### config.mk
export PLATFORM = sky130hd
export DESIGN_NAME = ip_packet_checksum_engine
export DESIGN_NICKNAME = d
export VERILOG_FILES = /design/src/design/ipcs_pkg.sv /design/src/design/ipcs_fold.sv /design/src/design/ip_packet_checksum_engine.sv
export SDC_FILE = /design/constraint.sdc
export NUM_CORES = 1
export LEC_CHECK = 0
export ABC_AREA = 1
export BUFFER_PORTS_ARGS = -buffer_cell sky130_fd_sc_hd__buf_2
export CORE_ASPECT_RATIO = 2
export CORE_MARGIN = 2
export CORE_UTILIZATION = 35
export DETAILED_ROUTE_END_ITERATION = 6
export GPL_TIMING_DRIVEN = 0
export MAX_ROUTING_LAYER = met4
export PLACE_DENSITY = 0.49
export RECOVER_POWER = 50
export SYNTH_ARGS = -nofsm -noshare
export SYNTH_HDL_FRONTEND = slang
export SYNTH_SLANG_ARGS = --single-unit
### constraint.sdc
create_clock -name aclk -period 9.45 [get_ports aclk]
set_input_delay 0.945 -clock aclk [delete_from_list [all_inputs] [get_ports aclk]]
set_output_delay 0.945 -clock aclk [all_outputs]
set_load 0.02 [all_outputs]
### src/design/ipcs_pkg.sv
// Shared types and constants for the IP packet checksum engine.
package ipcs_pkg;

    localparam int PosWidth = 17;
    localparam int SumWidth = 17;
    localparam int OffWidth = 7;

    localparam logic [7:0] PROTO_IP   = 8'd0;
    localparam logic [7:0] PROTO_ICMP = 8'd1;
    localparam logic [7:0] PROTO_TCP  = 8'd6;
    localparam logic [7:0] PROTO_UDP  = 8'd17;

    typedef enum logic [2:0] {
        ST_OK        = 3'd0,
        ST_ZERO_LEN  = 3'd1,
        ST_IPV6      = 3'd2,
        ST_BAD_PROTO = 3'd3,
        ST_TRUNC     = 3'd4
    } status_t;

    // Finished packet, waiting for the final fold
    typedef struct packed {
        logic [SumWidth-1:0] sum;
        logic [7:0]          proto;
        logic [15:0]         len;
        logic [OffWidth-1:0] offset;
        status_t             status;
    } pend_t;

    function automatic logic [SumWidth-1:0] fold17(input logic [SumWidth-1:0] s);
        return {1'b0, s[15:0]} + {16'd0, s[16]};
    endfunction

endpackage

### src/design/ipcs_fold.sv
// Final pseudo-header add, end-around fold and inversion, with the result register.
module ipcs_fold (
    input  logic                        aclk,
    input  logic                        aresetn,
    input  logic                        in_valid,
    output logic                        in_ready,
    input  ipcs_pkg::pend_t             in_pend,
    output logic                        m_valid,
    input  logic                        m_ready,
    output logic [15:0]                 m_checksum,
    output logic [ipcs_pkg::OffWidth-1:0] m_checksum_offset,
    output logic [2:0]                  m_status
);
    import ipcs_pkg::*;

    logic                valid_reg;
    logic [15:0]         ck_reg, ck_next;
    logic [OffWidth-1:0] off_reg, off_next;
    logic [2:0]          status_reg;
    logic [17:0]         total;
    logic [16:0]         t1;
    logic [16:0]         t2;
    logic                pseudo;

    assign in_ready = !valid_reg || m_ready;

    // Ones-complement sum is order free, so protocol and length join in one add
    always_comb begin
        pseudo = (in_pend.proto == PROTO_TCP) || (in_pend.proto == PROTO_UDP);
        total  = {1'b0, in_pend.sum}
               + (pseudo ? {10'd0, in_pend.proto} : 18'd0)
               + (pseudo ? {2'd0, in_pend.len} : 18'd0);
        t1     = {1'b0, total[15:0]} + {15'd0, total[17:16]};
        t2     = {1'b0, t1[15:0]} + {16'd0, t1[16]};
        if (in_pend.status == ST_OK) begin
            ck_next  = ~t2[15:0];
            off_next = in_pend.offset;
        end else begin
            ck_next  = 16'd0;
            off_next = '0;
        end
    end

    always_ff @(posedge aclk) begin
        if (!aresetn) begin
            valid_reg <= 1'b0;
        end else if (in_ready) begin
            valid_reg <= in_valid;
        end
    end

    always_ff @(posedge aclk) begin
        if (in_ready && in_valid) begin
            ck_reg     <= ck_next;
            off_reg    <= off_next;
            status_reg <= in_pend.status;
        end
    end

    assign m_valid           = valid_reg;
    assign m_checksum        = ck_reg;
    assign m_checksum_offset = off_reg;
    assign m_status          = status_reg;

    a_err_zero: assert property (@(posedge aclk) disable iff (!aresetn)
        valid_reg && status_reg != ST_OK |-> ck_reg == 16'd0 && off_reg == '0)
        else $error("non-ok result carries a checksum");
    a_load: assert property (@(posedge aclk) disable iff (!aresetn)
        in_valid && in_ready |=> valid_reg)
        else $error("accepted request lost in result stage");
    a_stall: assert property (@(posedge aclk) disable iff (!aresetn)
        !in_ready |-> valid_reg && !m_ready)
        else $error("result stage stalls while empty");

endmodule

### src/design/ip_packet_checksum_engine.sv
// IPv4 header / TCP / UDP / ICMP checksum engine, one packet byte per request.
// Usage:
//   Input channel (s_*): one packet byte per request, starting at IPv4 header
//   byte 0. s_first_byte marks a packet start and latches s_protocol_number
//   and s_segment_length; s_last_byte marks the final byte.
//   Result channel (m_*): one request per packet, carrying the inverted
//   ones-complement checksum, its byte offset and a status code.
//   Throughput: one byte per cycle while s_ready is high; the running sum register
//   takes one byte each cycle through at most two end-around adds.
//   Result path: after the last byte is accepted, its sum passes the packet-end
//   register, then the fold/result register, before m_valid rises.
//   Stalls: s_ready only drops while both result-side registers are full and
//   m_ready is low; a result waiting at m_* does not block further bytes.
//   Reset: aresetn (synchronous, active low) empties the result path and
//   clears position, sum, header length, latched protocol and length.
module ip_packet_checksum_engine (
    input  logic        aclk,
    input  logic        aresetn,
    input  logic        s_valid,
    output logic        s_ready,
    input  logic [7:0]  s_data_byte,
    input  logic        s_first_byte,
    input  logic        s_last_byte,
    input  logic [7:0]  s_protocol_number,
    input  logic [15:0] s_segment_length,
    output logic        m_valid,
    input  logic        m_ready,
    output logic [15:0] m_checksum,
    output logic [6:0]  m_checksum_offset,
    output logic [2:0]  m_status
);
    import ipcs_pkg::*;

    localparam logic [PosWidth-1:0] PosMax = '1;

    logic [PosWidth-1:0] pos_reg, pos_next;
    logic [SumWidth-1:0] sum_reg, sum_next;
    logic [5:0]          hl_reg, hl_next;
    logic [7:0]          proto_reg, proto_next;
    logic [15:0]         len_reg, len_next;
    logic                v6_reg, v6_next;
    logic                pend_valid_reg;
    pend_t               pend_reg, pend_next;
    logic                fold_ready;
    logic                accept;

    logic [PosWidth-1:0] p;
    logic [SumWidth-1:0] base, s1, s2;
    logic [15:0]         wd;
    logic                supported;
    logic [OffWidth-1:0] off;
    logic                at_off;
    logic [PosWidth-1:0] seg_end;
    logic                add_pseudo, add_main;
    logic [17:0]         cnt, need;
    status_t             status;

    assign s_ready = !pend_valid_reg || fold_ready;
    assign accept  = s_valid && s_ready;

    always_comb begin
        p          = s_first_byte ? '0 : pos_reg;
        base       = s_first_byte ? '0 : sum_reg;
        proto_next = s_first_byte ? s_protocol_number : proto_reg;
        len_next   = s_first_byte ? s_segment_length : len_reg;
        if (p == '0) begin
            v6_next = (s_data_byte[7:4] == 4'd6);
            hl_next = {s_data_byte[3:0], 2'b00};
        end else begin
            v6_next = v6_reg;
            hl_next = hl_reg;
        end

        supported = proto_next inside {PROTO_IP, PROTO_ICMP, PROTO_TCP, PROTO_UDP};
        case (proto_next)
            PROTO_IP:   off = 7'd10;
            PROTO_ICMP: off = {1'b0, hl_next} + 7'd2;
            PROTO_TCP:  off = {1'b0, hl_next} + 7'd16;
            PROTO_UDP:  off = {1'b0, hl_next} + 7'd6;
            default:    off = '0;
        endcase

        // header length is a multiple of four, so segment parity equals byte parity
        wd      = p[0] ? {8'd0, s_data_byte} : {s_data_byte, 8'd0};
        at_off  = (p == {10'd0, off}) || (p == {10'd0, off} + 17'd1);
        seg_end = {11'd0, hl_next} + {1'b0, len_next};

        add_pseudo = ((proto_next == PROTO_TCP) || (proto_next == PROTO_UDP))
                   && p >= 17'd12 && p < 17'd20;
        if (proto_next == PROTO_IP) begin
            add_main = (p < {11'd0, hl_next}) && !at_off;
        end else begin
            add_main = supported && (p >= {11'd0, hl_next}) && (p < seg_end) && !at_off;
        end

        s1 = add_pseudo ? fold17(base) + {1'b0, wd} : base;
        s2 = add_main   ? fold17(s1) + {1'b0, wd}   : s1;

        cnt = {1'b0, p} + 18'd1;
        if (proto_next == PROTO_IP) begin
            need = {12'd0, hl_next};
        end else begin
            need = {1'b0, seg_end};
            if (proto_next != PROTO_ICMP && need < 18'd20) begin
                need = 18'd20;
            end
        end

        if (len_next == 16'd0) begin
            status = ST_ZERO_LEN;
        end else if (v6_next) begin
            status = ST_IPV6;
        end else if (!supported) begin
            status = ST_BAD_PROTO;
        end else if (cnt < need) begin
            status = ST_TRUNC;
        end else begin
            status = ST_OK;
        end

        if (s_last_byte) begin
            pos_next = '0;
            sum_next = '0;
        end else begin
            pos_next = (p != PosMax) ? p + 17'd1 : p;
            sum_next = s2;
        end

        pend_next.sum    = s2;
        pend_next.proto  = proto_next;
        pend_next.len    = len_next;
        pend_next.offset = off;
        pend_next.status = status;
    end

    always_ff @(posedge aclk) begin
        if (!aresetn) begin
            pos_reg        <= '0;
            sum_reg        <= '0;
            hl_reg         <= '0;
            proto_reg      <= '0;
            len_reg        <= '0;
            v6_reg         <= 1'b0;
            pend_valid_reg <= 1'b0;
        end else begin
            if (accept) begin
                pos_reg   <= pos_next;
                sum_reg   <= sum_next;
                hl_reg    <= hl_next;
                proto_reg <= proto_next;
                len_reg   <= len_next;
                v6_reg    <= v6_next;
            end
            if (s_ready) begin
                pend_valid_reg <= accept && s_last_byte;
            end
        end
    end

    always_ff @(posedge aclk) begin
        if (accept && s_last_byte) begin
            pend_reg <= pend_next;
        end
    end

    ipcs_fold u_fold (
        .aclk              (aclk),
        .aresetn           (aresetn),
        .in_valid          (pend_valid_reg),
        .in_ready          (fold_ready),
        .in_pend           (pend_reg),
        .m_valid           (m_valid),
        .m_ready           (m_ready),
        .m_checksum        (m_checksum),
        .m_checksum_offset (m_checksum_offset),
        .m_status          (m_status)
    );

    a_last_clears: assert property (@(posedge aclk) disable iff (!aresetn)
        accept && s_last_byte |=> pos_reg == '0 && sum_reg == '0)
        else $error("packet state not cleared after last byte");
    a_sum_bound: assert property (@(posedge aclk) disable iff (!aresetn)
        sum_reg <= 17'h1FF00)
        else $error("running sum outside folded range");
    a_ready_stall: assert property (@(posedge aclk) disable iff (!aresetn)
        !s_ready |-> pend_valid_reg && m_valid && !m_ready)
        else $error("input stalled with room in the result path");

endmodule
# --- Yosys cells after proc, flatten, opt, wreduce, memory -nomap -nowiden ---
# Cells that the tools add are included.
word_totals:
  reg_bits: 144
  input_bits: 38
  output_inout_bits: 28
  elab_cells: 96
classes:
  n_addsub: 15
  n_lt_le_gt_ge: 7
  n_eq_ne: 10
  muxes: 21
  bitwise_logic: 2
  n_reduce_logical: 24
op_table:
  columns: ["operator", "count"]
  rows:
  - ["two-way mux 17 bit", 9]
  - ["two-way mux 16 bit", 3]
  - ["adder 16 x 1 -> 17 bit", 2]
  - ["adder 17 x 16 -> 17 bit", 2]
  - ["less-than comparator 17 x 5 -> 1 bit (second input constant)", 2]
  - ["one-hot mux 7 bit (4 select lines)", 1]
  - ["adder 17 x 1 -> 18 bit (second input constant)", 1]
  - ["adder 17 x 18 -> 18 bit", 1]
  - ["adder 18 bit", 1]
  - ["less-than comparator 18 bit", 1]
  - ["adder 16 x 2 -> 17 bit", 1]
  - ["adder 17 x 1 -> 17 bit (second input constant)", 1]
  - ["adder 6 x 16 -> 17 bit", 1]
  - ["== test 17 x 7 -> 1 bit", 1]
  - ["== test 17 x 8 -> 1 bit", 1]
  - ["greater-or-equal comparator 17 x 4 -> 1 bit (second input constant)", 1]
  - ["greater-or-equal comparator 17 x 6 -> 1 bit", 1]
  - ["logical NOT 17 bit", 1]
  - ["less-than comparator 17 bit", 1]
  - ["less-than comparator 17 x 6 -> 1 bit", 1]
  - ["!= test 17 bit (second input constant)", 1]
  - ["adder 16 x 1 -> 16 bit", 1]
  - ["== test 8 x 3 -> 1 bit (second input constant)", 2]
  - ["== test 8 x 5 -> 1 bit (second input constant)", 2]
  - ["22 further kinds", 40]

# --- Logic depth before layout (Yosys ltp) ---
depth:
  word_depth: 13
  ltp_mapped: 52
  mapped_depth_nobuf: 52

# --- Modules after synthesis ---
# Synthesis repeated with hierarchy kept, for this count alone.
hier_totals:
  hier_cells: 1855
  area_unflattened_um2: 12882.4
by_module_without_submodules:
  columns: ["module", "instances", "cells_per_inst", "area_each_um2"]
  rows:
  - ["ip_packet_checksum_engine", 1, 1377, 9635.5]
  - ["ipcs_fold", 1, 478, 3246.9]

# --- Least setup slack after synthesis ---
# No wires, ideal clock.
synth_timing:
  path_kind: "register to register"
  start: "register pend_reg[30] (netlist bit)"
  end: "register u_fold.ck_reg[15] (netlist: u_fold.m_checksum[15]), data pin"
  setup_ps: 260
  t_arrival_ps: 6313
  required_time_ps: 9190
  setup_slack_ps: 2876
  stages_incl_launch_ff: 52
  n_path_buf: 0
  period_less_slack_ps: 6574
  path_cell_list: "edfxtp_1 -> nor4_1 -> nand4_1 -> nand2_1 -> nand2_1 -> fa_1 -> inv_1 -> ha_1 -> inv_1 -> o21ai_0 -> a21boi_0 -> inv_1 -> nand2_1 -> nand3_1 -> a31oi_1 -> nor2_1 -> nor2_1 -> nor2_1 -> [16 not listed] -> ha_1 -> nand3_1 -> nor2_1 -> inv_1 -> nor2_1 -> inv_1 -> nor2_1 -> nand2_1 -> nor2_1 -> nand2_1 -> nor2_1 -> nand2_1 -> nor2_1 -> nand2_1 -> nor2_1 -> nand2_1 -> nor2_1 -> nor3b_1"
synth_between:
  elab_chain_cells: 8
  elab_cells_between_ends: 10
  cone_classes: "4 x add/sub; 2 x eq/ne; 2 x mux; 1 x bitwise; 1 x reduce/logical"
synth_rtl:
  columns: ["item", "line", "rtl"]
  rows:
  - ["start: declaration", "ip_packet_checksum_engine.sv:43", "pend_t pend_reg, pend_next;"]
  - ["start signal: assignment", "ip_packet_checksum_engine.sv:162", "pend_reg <= pend_next;"]
  - ["== test 8 x 3 -> 1 bit / == test 8 x 5 -> 1 bit (equally long branches)", "ipcs_fold.sv:29", "pseudo = (in_pend.proto == PROTO_TCP) || (in_pend.proto == PROTO_UDP);"]
  - ["logical OR 1 bit", "ipcs_fold.sv:29", null]
  - ["two-way mux 8 bit", "ipcs_fold.sv:31", "+ (pseudo ? {10'd0, in_pend.proto} : 18'd0)"]
  - ["adder 17 x 18 -> 18 bit", "ipcs_fold.sv:31", null]
  - ["adder 18 bit *", "ipcs_fold.sv:32", "+ (pseudo ? {2'd0, in_pend.len} : 18'd0);"]
  - ["adder 16 x 2 -> 17 bit *", "ipcs_fold.sv:33", "t1 = {1'b0, total[15:0]} + {15'd0, total[17:16]};"]
  - ["adder 16 x 1 -> 16 bit *", "ipcs_fold.sv:34", "t2 = {1'b0, t1[15:0]} + {16'd0, t1[16]};"]
  - ["NOT 16 bit *", "ipcs_fold.sv:36", "ck_next = ~t2[15:0];"]
  - ["end signal: assignment", "ipcs_fold.sv:54", "ck_reg <= ck_next;"]
  - ["end: declaration", "ipcs_fold.sv:17", "logic [15:0] ck_reg, ck_next;"]
# Mark *: on every way between the ends. The rest lies on a longest branch, timed or not.
# A chain may end at the register's enable or synchronous reset.

# --- Final worst setup path ---
layout_timing:
  start: "input s_first_byte"
  end: "register pend_reg[50] (netlist bit), data pin"
layout_between:
  elab_chain_cells: 12
  elab_cells_between_ends: 41
  cone_classes: "9 x add/sub; 5 x order compare; 5 x eq/ne; 10 x mux; 12 x reduce/logical"
layout_rtl:
  columns: ["item", "line", "rtl"]
  rows:
  - ["start: declaration", "ip_packet_checksum_engine.sv:22", "input logic s_first_byte,"]
  - ["parallel branches: the longest is 11 deep, another holds adder 16 x 1 -> 17 bit", null, null]
  - ["two-way mux 17 bit *", "ip_packet_checksum_engine.sv:97", "s2 = add_main ? fold17(s1) + {1'b0, wd} : s1;"]
  - ["via s2[16]", "ip_packet_checksum_engine.sv:48", "logic [SumWidth-1:0] base, s1, s2;"]
# Mark *: on every way through the listed nets, which the timed path passes.

==> flow_metrics.tcl <==
set metrics [dict create \
    power_switching_uw 513 \
    synthCells 1733 \
    grt_overflow 0 \
    pwr-share-clk_pct 41.0 \
    rsz0062_at_grt "false" \
    final_area_um2 13700 \
    drv_slew 65 \
    async_reset_ff_share_pct 0 \
    rows 96 \
    fin_crit_sh_pct 90.2 \
    fillers 3776 \
    fin_nets 1984 \
    grt_first_pass_wirelength_mm 65.8 \
    design.portCount 66 \
    vias 11500 \
    post_cts_buffers 0 \
    ys_seq_area_share_pct 29.9 \
    hold_viol 0 \
    critPathTopFamily "buffers and inverters" \
    final.setup_skew_ns 0.0101 \
    worst_pin_slew_ns 1.81 \
    vdd_drop_max_v 0.000130 \
    place.gp.congestion 0.954 \
    first_pass_iters 5 \
    drv_cap 2 \
    start_util_pct 35.6 \
    slowest_delay_ns 0.66 \
    crit_required_ns 9.64 \
    setup_violations 0 \
    synth.top_cell.area_share_pct 18.9 \
    cp_common_cell "nand3_1" \
    place_area_um2 13200 \
    synth_cell_types 51 \
    p_per_area_nw_per_um2 123 \
    final_common_cell "nand2_1" \
    grt_usage_pct 25.6 \
    wirelength_mm 43.7 \
    p_seq_share_pct 41.4 \
    cp_num_buf_inv 7 \
    synth_flop_cell "edfxtp_1" \
    first_global_vias 11800 \
    layout_common_cells "nand2_1, inv_1, nor2_1, nand3_1, a21oi_1" \
    clk_latency_ns 0.46 \
    wl_per_cell_um 19.2 \
    min_period_ns 8.53 \
    cts_inserted_buffers 17 \
    die_h_um 268 \
    core_area_um2 34400 \
    status "finished with violations" \
    yosys.area.top_type "edfxtp_1" \
    crit_cells 34 \
    cts_root_buffer "clkbuf_16" \
    clk_pin_slew_ns 0.06 \
    leakagePower_nw 6.64 \
    largest_reg_flops 51 \
    end_kind "register" \
    power.total_mw 1.68 \
    cpMaxStageDelayCell "clkbuf_1" \
    fmax_mhz 117 \
    ant_nets 0 \
    violations "capacitance limit, slew limit" \
    antenna_found_initial 0 \
    grt_max_degree 38 \
    n_antenna_cell 0 \
    die_w_um 136 \
    cts_sinks 144 \
    drtIter0Drc 486 \
    dp_hpwl_mm 37.8 \
    min_path_type "register to register" \
    critical_path_class "input pin to register" \
    port_buffers 65 \
    drive_gt1_share_pct 7.84 \
    drcViolationCount 0 \
    crit_fanout 10 \
    setup_tns_ns 0 \
    cts_tree "built" \
    p_sw_share_pct 30.6 \
    worstHoldPathCells 0 \
    cp-start-kind "input pin" \
    clock_path_buffers 2 \
    ys_seq_elements 144 \
    instances_no_fill 2277 \
    die_area_um2 36500 \
    dp_cells 2245 \
    syn_area_um2 12200 \
    vias_per_cell 5.07 \
    cp.arrival_ns 8.72 \
    internal-power_mw 1.16 \
    r2r_cells 51 \
    ys_warn_count 0 \
    htree_levels 4 \
    synthTopCellsByArea "edfxtp_1, dfxtp_1, ha_1" \
    syn_area_per_cell_um2 7.05 \
    combPwrFrac_pct 17.6 \
    maxSlewHeadroom_pct -20.6 \
    area_delta_synth_final_pct 11.9 \
    synth-edff-count 77 \
]
[path summary, 6_finish.rpt]
check / startpoint / end / slack (ns)
setup / recovery: s_first_byte / pend_reg[50] / 0.92
hold / removal: pend_reg[2] / u_fold.m_status[2] / 0.45
setup reg to reg: pend_reg[31] / u_fold.m_checksum[15] / 1.06
hold reg to reg: pend_reg[2] / u_fold.m_status[2] / 0.45
[power groups by stage]
stage,combinational (mW),sequential (mW),clock (mW)
after floorplan,0.191,0.709,0
after global placement,0.295,0.708,0
after detailed placement,0.299,0.707,0
after CTS,0.301,0.693,0.700
after global routing,0.330,0.696,0.721
final,0.296,0.694,0.688
[worst reg2reg max path: cells and delay by family (launching register included)]
family	cells	cell delay [ns]
AOI/OAI and AO/OA	3	0.64
xor gates and xnor gates	1	0.31
adders and majority gates	5	1.50
buffers and inverters	7	0.50
DFF	1	0.40
and+or+nand+nor	35	4.79
[cell families (layout without fill, tap and decap cells)]
family / after synthesis / count (layout) / synth area share (%)
simple gates: 764 / 764 / 28.2
buf+inv: 343 / 443 / 10.8
compound gates: 295 / 295 / 13.0
flops: 144 / 144 / 29.9
fa+ha+maj: 123 / 123 / 13.6
xor+xnor: 63 / 63 / 4.52
other cells: 1 / 4 / 0.0307
[synth_stat cells, types with 3 or more instances]
library cell and instances:
inv_2 10, nand3_1 134, nand2_1 333, nand3_2 5, nor3_1 17, a31oi_1 10, fa_1 16, nand2_4 6
buf_2 6, edfxtp_1 77, nor4_1 8, a211oi_1 7, nand2_2 21, o22ai_1 3, or2_2 18, nor2_4 7
o21bai_1 6, xor2_1 49, ha_1 107, inv_1 290, nor2_1 166, xnor2_1 14, and2_1 16, o21ai_1 7
a21oi_1 135, o21ai_0 103, o211ai_1 4, o21a_1 7, dfxtp_1 67, clkbuf_1 33, nand4_1 24
[per-stage QoR]
stage / setup WS (ns) / hold slack, ns / util [%]
after floorplan: 2.88 / 0.417 / -
after global placement: 0.320 / 0.434 / 38.1
after detailed placement: 0.398 / 0.442 / 38.3
after CTS: 0.618 / 0.455 / 40.0
after global routing: 0.0164 / 0.481 / 39.8
final: 0.923 / 0.452 / 39.8
[what timing repair did]
action                                  4_1_cts  5_1_grt
endpoints found under the setup margin        0        1
hold buffers                                  0        0
hold endpoints to repair                      0        0
gates resized for setup                       0        2
[routing by layer]
metal / vias to the layer above / share of wire [%] / GRT usage, %
li1: 5840 / - / -
met3: 129 / 2.2 / 2.40
met4: 0 / 9.5 / 20.9
met2: 254 / 58 / 51.4
met1: 5318 / 30 / 19.8
met5: - / 0 / -
[final cells by class]
cell class                 count  area, um2  area share, %
clock buffer                  20        447           3.27
sequential                   144       3650           26.7
clock inverter                12        133          0.970
multi-input combinational   1249       7280           53.3
inverter                     301       1130           8.27
buffer                        42        169           1.24
tap                          441        552           4.04
timing repair buffer          68        305           2.23
Note: power is estimated with default switching activity, not from simulation.
